File: config.mk
export PLATFORM = sky130hd
export DESIGN_NAME = breakpoint_table_interpolator
export DESIGN_NICKNAME = d
export VERILOG_FILES = /design/src/bti_pkg.sv /design/src/breakpoint_table_interpolator.sv /design/src/bti_alu.sv /design/src/bti_store.sv
export SDC_FILE = /design/constraint.sdc
export NUM_CORES = 2
export LEC_CHECK = 0
export BUFFER_PORTS_ARGS = -buffer_cell sky130_fd_sc_hd__buf_2
export CAP_MARGIN = 5
export CORE_AREA = 2 2 544 546
export CTS_CLUSTER_DIAMETER = 200
export CTS_CLUSTER_SIZE = 20
export DETAILED_ROUTE_END_ITERATION = 10
export DIE_AREA = 0 0 546 548
export PLACE_DENSITY = 0.78
export SYNTH_ARGS = -nofsm -noshare
export SYNTH_HDL_FRONTEND = slang
export SYNTH_SLANG_ARGS = --single-unit
File: constraint.sdc
create_clock -name clk -period 9.6 [get_ports clk]
set_clock_uncertainty 0.15 [all_clocks]
set_input_delay 0.96 -clock clk [delete_from_list [all_inputs] [get_ports clk]]
set_output_delay 0.96 -clock clk [all_outputs]
set_load 0.005 [all_outputs]
File: src/bti_pkg.sv
package bti_pkg;

    localparam int DATA_W = 32;
    localparam int ACC_W  = 65;

    localparam logic OP_WRITE  = 1'b0;
    localparam logic OP_LOOKUP = 1'b1;

    // one request to the shared add/subtract unit
    typedef struct packed {
        logic [ACC_W-1:0] a;
        logic [ACC_W-1:0] b;
        logic             sub;
    } alu_req_t;

endpackage

File: src/breakpoint_table_interpolator.sv
// Piecewise-linear breakpoint table, signed Q16.16 keys and values.
// Request channel (req_valid/req_stall): operation 0 writes entry_key and
// entry_value at entry_index and gives no response; operation 1
// looks up lookup_key and gives one response on the rsp channel.
// A lookup reads the first entry, then the last (clamping), then scans the
// segments from the low end, each entry read through the table
// RAM port. Inside a segment one shared 65-bit adder does a 32-step
// shift-add multiply, a 64-step restoring divide and the final add.
// The block takes no new request while a lookup is running; writes
// are accepted back to back.
// The response sits in an output register; if rsp_stall holds it, a
// following lookup finishes and waits until that register frees up.
// cfg_wr_data sets the number of entries in use (0 reads as 1, values
// above TABLE_DEPTH read as TABLE_DEPTH); write it only while idle.
// Reset sets entries in use to 1 and clears the control state; table
// contents are undefined until written.
module breakpoint_table_interpolator #(
    parameter int TABLE_DEPTH = 64
) (
    input  logic                                clk,
    input  logic                                rst_n,
    input  logic                                req_valid,
    output logic                                req_stall,
    input  logic                                operation,
    input  logic [5:0]                          entry_index,
    input  logic signed [bti_pkg::DATA_W-1:0]   entry_key,
    input  logic signed [bti_pkg::DATA_W-1:0]   entry_value,
    input  logic signed [bti_pkg::DATA_W-1:0]   lookup_key,
    output logic                                rsp_valid,
    input  logic                                rsp_stall,
    output logic signed [bti_pkg::DATA_W-1:0]   interpolated_value,
    input  logic                                cfg_wr_en,
    input  logic [6:0]                          cfg_wr_data
);

    localparam int AW = (TABLE_DEPTH > 1) ? $clog2(TABLE_DEPTH) : 1;
    localparam int IW = (AW > 6) ? AW : 6;

    localparam logic [2:0] S_IDLE  = 3'd0;
    localparam logic [2:0] S_FETCH = 3'd1;
    localparam logic [2:0] S_CHECK = 3'd2;
    localparam logic [2:0] S_MUL   = 3'd3;
    localparam logic [2:0] S_DIV   = 3'd4;
    localparam logic [2:0] S_FIN   = 3'd5;
    localparam logic [2:0] S_OUT   = 3'd6;

    localparam logic [1:0] PH_FIRST = 2'd0;
    localparam logic [1:0] PH_LAST  = 2'd1;
    localparam logic [1:0] PH_SCAN  = 2'd2;

    logic [2:0]                         state_reg, state_next;
    logic [1:0]                         phase_reg, phase_next;
    logic [AW-1:0]                      idx_reg, idx_next;
    logic [5:0]                         step_reg, step_next;
    logic [6:0]                         entries_in_use_reg;
    logic signed [bti_pkg::DATA_W-1:0]  x_reg, x_next;
    logic signed [bti_pkg::DATA_W-1:0]  klo_reg, klo_next;
    logic signed [bti_pkg::DATA_W-1:0]  vlo_reg, vlo_next;
    logic signed [bti_pkg::DATA_W-1:0]  vlast_reg, vlast_next;
    logic signed [bti_pkg::DATA_W-1:0]  res_reg, res_next;
    logic [31:0]                        dx_reg, dx_next;
    logic [31:0]                        dk_reg, dk_next;
    logic [32:0]                        mag_reg, mag_next;
    logic                               neg_reg, neg_next;
    logic [63:0]                        prod_reg, prod_next;
    logic [31:0]                        rem_reg, rem_next;
    logic                               rsp_valid_reg, rsp_valid_next;
    logic signed [bti_pkg::DATA_W-1:0]  rsp_data_reg, rsp_data_next;

    logic [31:0]                        n_eff;
    logic [31:0]                        n_minus_1;
    logic [AW-1:0]                      last_idx;
    logic [IW-1:0]                      idx_wide;
    logic                               wr_en;
    logic                               req_accept;
    logic                               out_free;
    logic signed [bti_pkg::DATA_W-1:0]  rd_key;
    logic signed [bti_pkg::DATA_W-1:0]  rd_value;
    logic signed [32:0]                 dv;
    logic signed [32:0]                 dx_full;
    logic signed [32:0]                 dk_full;
    bti_pkg::alu_req_t                  alu_req;
    logic [bti_pkg::ACC_W-1:0]          alu_sum;
    logic signed [bti_pkg::ACC_W-1:0]   fin_sum;

    assign req_stall          = (state_reg != S_IDLE);
    assign req_accept         = req_valid && !req_stall;
    assign rsp_valid          = rsp_valid_reg;
    assign interpolated_value = rsp_data_reg;
    assign out_free           = !rsp_valid_reg || !rsp_stall;

    always_comb
    begin
        priority if (entries_in_use_reg == 7'd0)
            n_eff = 32'd1;
        else if (32'(entries_in_use_reg) > TABLE_DEPTH)
            n_eff = 32'(TABLE_DEPTH);
        else
            n_eff = 32'(entries_in_use_reg);
    end

    assign n_minus_1 = n_eff - 32'd1;
    assign last_idx  = n_minus_1[AW-1:0];

    // writes beyond the table depth are dropped
    assign idx_wide = IW'(entry_index);
    assign wr_en    = req_accept && (operation == bti_pkg::OP_WRITE)
                      && (32'(entry_index) < TABLE_DEPTH);

    bti_store #(
        .DEPTH (TABLE_DEPTH),
        .AW    (AW)
    ) u_store (
        .clk          (clk),
        .wr_en        (wr_en),
        .wr_addr      (idx_wide[AW-1:0]),
        .wr_key       (entry_key),
        .wr_value     (entry_value),
        .rd_addr      (idx_reg),
        .rd_key_reg   (rd_key),
        .rd_value_reg (rd_value)
    );

    bti_alu u_alu (
        .req (alu_req),
        .sum (alu_sum)
    );

    assign fin_sum = alu_sum;
    assign dv      = 33'(rd_value) - 33'(vlo_reg);
    assign dx_full = 33'(x_reg) - 33'(klo_reg);
    assign dk_full = 33'(rd_key) - 33'(klo_reg);

    always_comb
    begin
        unique case (state_reg)
            S_MUL:
            begin
                alu_req.a   = {1'b0, prod_reg[62:0], 1'b0};
                alu_req.b   = dx_reg[31] ? bti_pkg::ACC_W'(mag_reg) : '0;
                alu_req.sub = 1'b0;
            end
            S_DIV:
            begin
                alu_req.a   = bti_pkg::ACC_W'({rem_reg, prod_reg[63]});
                alu_req.b   = bti_pkg::ACC_W'(dk_reg);
                alu_req.sub = 1'b1;
            end
            default:
            begin
                // quotient is below |dv| so 33 bits carry it
                alu_req.a   = bti_pkg::ACC_W'(vlo_reg);
                alu_req.b   = bti_pkg::ACC_W'(prod_reg[32:0]);
                alu_req.sub = neg_reg;
            end
        endcase
    end

    always_comb
    begin
        state_next     = state_reg;
        phase_next     = phase_reg;
        idx_next       = idx_reg;
        step_next      = step_reg;
        x_next         = x_reg;
        klo_next       = klo_reg;
        vlo_next       = vlo_reg;
        vlast_next     = vlast_reg;
        res_next       = res_reg;
        dx_next        = dx_reg;
        dk_next        = dk_reg;
        mag_next       = mag_reg;
        neg_next       = neg_reg;
        prod_next      = prod_reg;
        rem_next       = rem_reg;
        rsp_valid_next = rsp_valid_reg && rsp_stall;
        rsp_data_next  = rsp_data_reg;

        unique case (state_reg)
            S_IDLE:
            begin
                if (req_accept && (operation == bti_pkg::OP_LOOKUP))
                begin
                    x_next     = lookup_key;
                    idx_next   = '0;
                    phase_next = PH_FIRST;
                    state_next = S_FETCH;
                end
            end
            S_FETCH:
            begin
                state_next = S_CHECK;
            end
            S_CHECK:
            begin
                unique case (phase_reg)
                    PH_FIRST:
                    begin
                        if (x_reg < rd_key)
                        begin
                            res_next   = rd_value;
                            state_next = S_OUT;
                        end
                        else
                        begin
                            idx_next   = last_idx;
                            phase_next = PH_LAST;
                            state_next = S_FETCH;
                        end
                    end
                    PH_LAST:
                    begin
                        if (x_reg >= rd_key)
                        begin
                            res_next   = rd_value;
                            state_next = S_OUT;
                        end
                        else
                        begin
                            vlast_next = rd_value;
                            idx_next   = '0;
                            phase_next = PH_SCAN;
                            state_next = S_FETCH;
                        end
                    end
                    default:
                    begin
                        priority if (idx_reg == '0)
                        begin
                            klo_next   = rd_key;
                            vlo_next   = rd_value;
                            idx_next   = idx_reg + AW'(1);
                            state_next = S_FETCH;
                        end
                        else if ((x_reg >= klo_reg) && (x_reg < rd_key))
                        begin
                            dx_next    = dx_full[31:0];
                            dk_next    = dk_full[31:0];
                            neg_next   = dv[32];
                            mag_next   = dv[32] ? 33'(-dv) : 33'(dv);
                            prod_next  = '0;
                            step_next  = '0;
                            state_next = S_MUL;
                        end
                        else if (idx_reg == last_idx)
                        begin
                            // no segment matched (keys out of order)
                            res_next   = vlast_reg;
                            state_next = S_OUT;
                        end
                        else
                        begin
                            klo_next   = rd_key;
                            vlo_next   = rd_value;
                            idx_next   = idx_reg + AW'(1);
                            state_next = S_FETCH;
                        end
                    end
                endcase
            end
            S_MUL:
            begin
                prod_next = alu_sum[63:0];
                dx_next   = {dx_reg[30:0], 1'b0};
                step_next = step_reg + 6'd1;
                if (step_reg == 6'd31)
                begin
                    step_next  = '0;
                    rem_next   = '0;
                    state_next = S_DIV;
                end
            end
            S_DIV:
            begin
                if (!alu_sum[bti_pkg::ACC_W-1])
                begin
                    rem_next  = alu_sum[31:0];
                    prod_next = {prod_reg[62:0], 1'b1};
                end
                else
                begin
                    rem_next  = {rem_reg[30:0], prod_reg[63]};
                    prod_next = {prod_reg[62:0], 1'b0};
                end
                step_next = step_reg + 6'd1;
                if (step_reg == 6'd63)
                    state_next = S_FIN;
            end
            S_FIN:
            begin
                priority if (fin_sum > bti_pkg::ACC_W'(32'sh7FFF_FFFF))
                    res_next = 32'sh7FFF_FFFF;
                else if (fin_sum < -(bti_pkg::ACC_W'(33'sh0_8000_0000)))
                    res_next = -32'sh7FFF_FFFF - 32'sd1;
                else
                    res_next = fin_sum[31:0];
                state_next = S_OUT;
            end
            S_OUT:
            begin
                if (out_free)
                begin
                    rsp_valid_next = 1'b1;
                    rsp_data_next  = res_reg;
                    state_next     = S_IDLE;
                end
            end
            default:
            begin
                state_next = S_IDLE;
            end
        endcase
    end

    always_ff @(posedge clk or negedge rst_n)
    begin
        if (!rst_n)
        begin
            state_reg          <= S_IDLE;
            phase_reg          <= PH_FIRST;
            rsp_valid_reg      <= 1'b0;
            entries_in_use_reg <= 7'd1;
        end
        else
        begin
            state_reg     <= state_next;
            phase_reg     <= phase_next;
            rsp_valid_reg <= rsp_valid_next;
            if (cfg_wr_en)
                entries_in_use_reg <= cfg_wr_data;
        end
    end

    always_ff @(posedge clk)
    begin
        idx_reg      <= idx_next;
        step_reg     <= step_next;
        x_reg        <= x_next;
        klo_reg      <= klo_next;
        vlo_reg      <= vlo_next;
        vlast_reg    <= vlast_next;
        res_reg      <= res_next;
        dx_reg       <= dx_next;
        dk_reg       <= dk_next;
        mag_reg      <= mag_next;
        neg_reg      <= neg_next;
        prod_reg     <= prod_next;
        rem_reg      <= rem_next;
        rsp_data_reg <= rsp_data_next;
    end

endmodule

File: src/bti_alu.sv
module bti_alu (
    input  bti_pkg::alu_req_t           req,
    output logic [bti_pkg::ACC_W-1:0]   sum
);

    logic [bti_pkg::ACC_W-1:0] b_op;

    assign b_op = req.sub ? ~req.b : req.b;
    assign sum  = req.a + b_op + bti_pkg::ACC_W'(req.sub);

endmodule

File: src/bti_store.sv
module bti_store #(
    parameter int DEPTH = 64,
    parameter int AW    = 6
) (
    input  logic                                clk,
    input  logic                                wr_en,
    input  logic [AW-1:0]                       wr_addr,
    input  logic signed [bti_pkg::DATA_W-1:0]   wr_key,
    input  logic signed [bti_pkg::DATA_W-1:0]   wr_value,
    input  logic [AW-1:0]                       rd_addr,
    output logic signed [bti_pkg::DATA_W-1:0]   rd_key_reg,
    output logic signed [bti_pkg::DATA_W-1:0]   rd_value_reg
);

    logic signed [bti_pkg::DATA_W-1:0] key_mem   [DEPTH];
    logic signed [bti_pkg::DATA_W-1:0] value_mem [DEPTH];

    always_ff @(posedge clk)
    begin
        if (wr_en)
        begin
            key_mem[wr_addr]   <= wr_key;
            value_mem[wr_addr] <= wr_value;
        end
        rd_key_reg   <= key_mem[rd_addr];
        rd_value_reg <= value_mem[rd_addr];
    end

endmodule
Yosys cells after proc, flatten, opt, wreduce, memory -nomap -nowiden
Memory sizes are Yosys's and may differ from the RTL's. A register that Yosys moved wholly into a read port is not among the register bits. Index checks and enable logic that the tools add are counted.

Bits in writable memories: 4096. Logic and storage cells: 168. Register bits after elaboration: 411. Memories: 2.

Equal/unequal tests: 29. $add $sub $neg: 9. Muxes and demuxes: 66. Reductions and logical operators: 32. Bitwise logic cells: 5. Order comparisons: 6.

Memories: u_store.key_mem (depth 64, width 32, read ports 1, clocked after memory_dff 1, write ports 1, line bti_store.sv:15) `logic signed [bti_pkg::DATA_W-1:0] key_mem [DEPTH];`; u_store.value_mem (depth 64, width 32, read ports 1, clocked after memory_dff 1, write ports 1, line bti_store.sv:16) `logic signed [bti_pkg::DATA_W-1:0] value_mem [DEPTH];`.

Operators with widths (count): 2-to-1 mux 32 bit (19); one-hot mux 131 bit (2 select lines) (1); one-hot mux 32 bit (2 select lines) (4); 2-to-1 mux 64 bit (3); one-hot mux 64 bit (3 select lines) (1); 2-to-1 mux 6 bit (12); adder 65 x 1 -> 65 bit (1); adder 65 bit (1); > comparator 65 x 32 -> 1 bit (second input constant) (1); less-than comparator 65 x 32 -> 1 bit (second input constant) (1); 2-to-1 mux 65 bit (1); NOT 65 bit (1); >= comparator 32 bit (2); subtractor 32 bit (2); 2-to-1 mux 33 bit (1); negation 33 bit (1); subtractor 32 x 32 -> 33 bit (1); less-than comparator 32 bit (1); 2-to-1 mux 3 bit (9); one-hot mux 6 bit (2 select lines) (2); one-hot mux 3 bit (7 select lines) (1); AND reduction 4 bit (5); inequality test 2 bit (second input constant) (9); one-hot mux 6 bit (3 select lines) (1); 32 further kinds (66).

Depth between registers and ports, before layout
Depth after elaboration: 10. Mapped depth: 25. Mapped depth without buffers: 20.

Hierarchy
A second synthesis with hierarchy kept.

Cells, all modules: 9336. Area, all modules: 183992.7 um^2.

By module, submodules not included: bti_store (area each 155913.3 um^2, cells an instance 6514, times used 1, sequential area each 124279.2 um^2); breakpoint_table_interpolator (area each 23742.8 um^2, cells an instance 2205, times used 1, sequential area each 12278.0 um^2); bti_alu (area each 4336.7 um^2, cells an instance 617, times used 1, sequential area each 0.0 um^2).

Worst setup path after synthesis
Ideal clock, no wire load.

Path kind: reg2reg. Start: register x_reg[1] (netlist bit). End: register prod_reg[0], enable pin. Data required time: 8.855 ns. Arrival time: 7.704 ns. Path buffers: 0. Setup time: 0.595 ns. Path slack: 1.151 ns. Cell stages (with the launch flop): 15. Period minus slack after synthesis: 8.449 ns. Path through: edfxtp_1 -> ha_1 -> nor2b_1 -> o21a_1 -> o21a_1 -> o21a_1 -> o21a_1 -> o21a_1 -> o21a_1 -> o21ai_0 -> a21boi_0 -> o41ai_1 -> and2_1 -> nand3_1 -> o21ai_0.

Longest elaborated chain between the ends: 4.

Ends and longest elaborated chain: start: declaration (line breakpoint_table_interpolator.sv:56) `logic signed [bti_pkg::DATA_W-1:0] x_reg, x_next;`; start signal: assignment (line breakpoint_table_interpolator.sv:338) `x_reg <= x_next;`; >= comparator 32 bit / less-than comparator 32 bit (equally long branches) (line breakpoint_table_interpolator.sv:235) `else if ((x_reg >= klo_reg) && (x_reg < rd_key))`; logical AND 1 bit * (line breakpoint_table_interpolator.sv:235); inequality test 2 bit (no line) *; AND reduction 4 bit (no line) *; end signal: assignment (line breakpoint_table_interpolator.sv:347) `prod_reg <= prod_next;`; end: declaration (line breakpoint_table_interpolator.sv:65) `logic [63:0] prod_reg, prod_next;`.

Every way passes the cells marked *; elsewhere a longest branch is shown, timed or not. A chain may end at the register's enable or synchronous reset.

Final worst setup path
Start: register state_reg[1]. End: register res_reg[10] (netlist bit), data pin.

Longest elaborated chain between the ends: 10.

Ends and longest elaborated chain: start: declaration (line breakpoint_table_interpolator.sv:51) `logic [2:0] state_reg, state_next;`; start signal: assignment (line breakpoint_table_interpolator.sv:326) `state_reg <= state_next;`; equality test 3 bit / equality test 3 x 2 -> 1 bit (equally long branches) (line breakpoint_table_interpolator.sv:136) `unique case (state_reg)`; one-hot mux 131 bit (2 select lines) (line breakpoint_table_interpolator.sv:136); NOT 65 bit (line bti_alu.sv:8) `assign b_op = req.sub ? ~req.b : req.b;`; 2-to-1 mux 65 bit (line bti_alu.sv:8); adder 65 bit (line bti_alu.sv:9) `assign sum = req.a + b_op + bti_pkg::ACC_W'(req.sub);`; adder 65 x 1 -> 65 bit (line bti_alu.sv:9); less-than comparator 65 x 32 -> 1 bit (line breakpoint_table_interpolator.sv:293) `else if (fin_sum < -(bti_pkg::ACC_W'(33'sh0_8000_0000)))`; 2-to-1 mux 32 bit (line breakpoint_table_interpolator.sv:293); 2-to-1 mux 32 bit (line breakpoint_table_interpolator.sv:291) `priority if (fin_sum > bti_pkg::ACC_W'(32'sh7FFF_FFFF))`; one-hot mux 32 bit (2 select lines) * (line breakpoint_table_interpolator.sv:179) `unique case (state_reg)`; net res_next (one bit) (line breakpoint_table_interpolator.sv:60) `logic signed [bti_pkg::DATA_W-1:0] res_reg, res_next;`; end signal: assignment (line breakpoint_table_interpolator.sv:342) `res_reg <= res_next;`; end: declaration (line breakpoint_table_interpolator.sv:60).

Mark *: on every way through the listed nets, which the timed path passes. The rest lies on a longest branch.

==> run metrics <==
row cnt=199; kind of critical path=flop to flop; synth unique cells=93; post-synth top area cell=edfxtp_1; RSZ-0062 raised after global routing=false; Final Hold Viols=0; initial antenna violation count=between 40 and 50; Slew Limit Headroom=a little under an eighth; first-pass GRT wire length=between 700,000 and 800,000 um; placed cell area=approximately 190,000 sq um; area grow syn2layout=7.79%; CTS max path bufs=4; CTS Buf Count=around 270; fin crit share=just under 90%; final setup fails=0; worst vdd ir=346 uV; Setup TNS=0 ps; clock slew at reported path FFs=around 80 ps; MaxCap Viol Count=0; most common cell after layout, fill and taps aside=edfxtp_1; post-CTS resize count=0; crit-path max FO=42; # DRC=3; final wirelength=roughly 530,000 um; setup bufs post-CTS=0; critical path capture point type=flop; Post-DP HPWL=roughly 280,000 um; crit path DAT=8890 ps; Post-layout nets=between 9,000 and 10,000; layer with the highest usage=met2; post-route minimum period=between 8000 and 9000 ps; Post-Synth Simple-Gate Area=2.29%; TritonCTS clock tree=built; I/O pin count=approximately 150; Post-synth EDFFs=4,494; # clock sinks=roughly 4,600; mux contribution to synthesized area=between 10% and 20%; Max Slew Vio Count=0; Worst R2R Setup Slack=around 1200 ps; multi-input logic area=approximately 46,000 sq um; All-Layer GR Usage=approximately 36%; Req. time, crit path=around 10,000 ps; pin count of the biggest net entering global routing=137; Gate Count Post-Synth=8,709; M1 GR Usage=46.3%; die height=548 um; Routed wire per std cell=slightly above 40 um; Critical Path End=res_reg[10]; Most used DFF post-synth=edfxtp_1; final-layout fill cell count=about 17,000; run status=finished, violations left; root buf cell=clkbuf_16; placer congestion estimate=0.924; Synthesis Warnings=0; Detailed Route Iter0 Violations=15,795; Initial Util=a little over three fifths; top post-synthesis cells by area=edfxtp_1 (73%), mux4_2 (16%), ha_1 (1.3%); design area=198,000 sq um; RR Startpoint=state_reg[1]; met3 Track Usage GR=8.21%; Synth Net Count=9,023; most frequent cells in the layout=edfxtp_1 (4,494), mux4_2 (1,344), nand2_1 (279); met2 global-route usage=between 50% and 60%; H-tree depth=5; I/O Buffers=148; PD cells=255 nW/um^2; Avg Cell Area, Syn=between 20 and 25 sq um; vias in the first global route=approximately 95,000; critical path launch point type=flop; XOR/XNOR share of the synthesized area=between 1 and 1.5%; vias per inst=roughly 7.4; Worst-Margin Slew=between 1000 and 1500 ps; drt first pass iters=9; post-synthesis register bit count=4,571; Mapped Area=184,000 sq um; sequential share of the synthesized area=74.2%; RR Endpoint=res_reg[10]; share of layout cells above drive strength 1=a little under a quarter; worst setup path startpoint=state_reg[1]; Leakage=between 60 and 70 nW; Async SR Flop Fraction=less than 1%; largest family of logic cells by synthesized area=multiplexers; Reg2Reg Depth=20; Final ANT Viol Nets=0; failing checks=DRC; Die X=about 550 um; insertion delay to the later sink of the worst-skew pair=roughly 970 ps; register area=between 100,000 and 150,000 sq um; Synth Area in Compound Gates=3.27%; Adder-Cell Fraction of Synth Area=~1.4%; total gr overflow=0; DR vias=approximately 96,000; Hold/Removal Path Class=input pin to flop; die area=299,000 sq um; area share of the leading cell type in the synthesized netlist=between 70% and 80%; fmax=~120 MHz; # hold bufs at CTS=20; Core Region=293,000 sq um
[logic make-up (layout without fill, tap and decap cells)]
group                    Yosys count  count (layout)
flip-flops                      4571            4571
buffers and inverters            588             892
AND/OR/NAND/NOR                  886             886
XOR/XNOR                         214             214
adder cells (fa/ha/maj)          199             199
multiplexers                    1388            1388
AO/OA/AOI/OAI                    863             863
other                              0              30
[how the worst min path moves through the flow]
| stage | endpoint | cells after the start | from | slack (ps) |
|---|---|---|---|---|
| after floorplan | interpolated_value[0] | 0 | res_reg[0] | 250 |
| after global placement | interpolated_value[27] | 0 | res_reg[27] | 250 |
| after detailed placement | interpolated_value[27] | 0 | res_reg[27] | 260 |
| after CTS | x_reg[10] | 1 | lookup_key[10] | 0.3 |
| after global routing | x_reg[10] | 1 | lookup_key[10] | 10 |
| final | x_reg[10] | 1 | lookup_key[10] | 30 |
[critical path: stages (launching register included)]
cell and delay (ps):
dfrtp_1 710, and3b_4 690, buf_4 500, nor3_1 100, a221o_1 290, ha_1 380, a2111o_1 440, a31o_2 250
a41oi_1 460, a22o_1 320, o31a_1 250, xor2_1 310, o2111ai_1 200, a2111oi_2 450, nand4_1 170, or4_1 500
or4_1 420, or4_4 540, o21ai_4 570, buf_12 270, a22oi_2 80
[report_power, final]
part	internal (W)	switching, W	total (W)	leakage, nW
Clock	0.00529	0.00640	0.0117	3.63
Sequential	0.0227	0.000540	0.0233	41.2
Combinational	0.00643	0.00930	0.0157	17.2
[layout make-up]
type                            count  share of cell area [%]
Clock buffer                      365                    3.61
Multi-Input combinational cell   3550                    23.1
Inverter                          157                   0.297
Clock inverter                     22                   0.188
Tap cell                         3919                    2.47
Sequential cell                  4571                    68.8
Antenna cell                       30                  0.0378
Timing Repair Buffer              348                    1.46
[per-layer routing]
| layer | vias to the layer above | wire length [um] |
|---|---|---|
| met5 | - | 255 |
| met4 | 30 | 30500 |
| met3 | 1515 | 63600 |
| met2 | 7941 | 259000 |
| met1 | 50239 | 176000 |
| li1 | 36657 | - |
[synth_stat cells, drive strengths merged, types with 80 or more instances]
cell       n
a21o     100
a21oi    238
buf      103
clkbuf   328
edfxtp  4494
ha       195
inv      156
mux4    1344
nand2    280
nor2     237
nor3      80
o21ai    155
xnor2    139
[stage by stage]
stage | hold WS [ps] | total power [W] | setup slack, ps | cells | util, %
CTS | 0.312 | 0.0506 | 1250 | 12932 | 67.7
finish | 31.0 | 0.0507 | 1200 | 12962 | 67.7
floorplan | 250 | 0.0341 | 1150 | 8709 | -
detailed placement | 258 | 0.0391 | 1300 | 12525 | 65.1
global route | 14.1 | 0.0522 | 799 | 12942 | 67.7
global placement | 253 | 0.0389 | 1350 | 12525 | 65.1
Power figures use the tool's default switching activity.
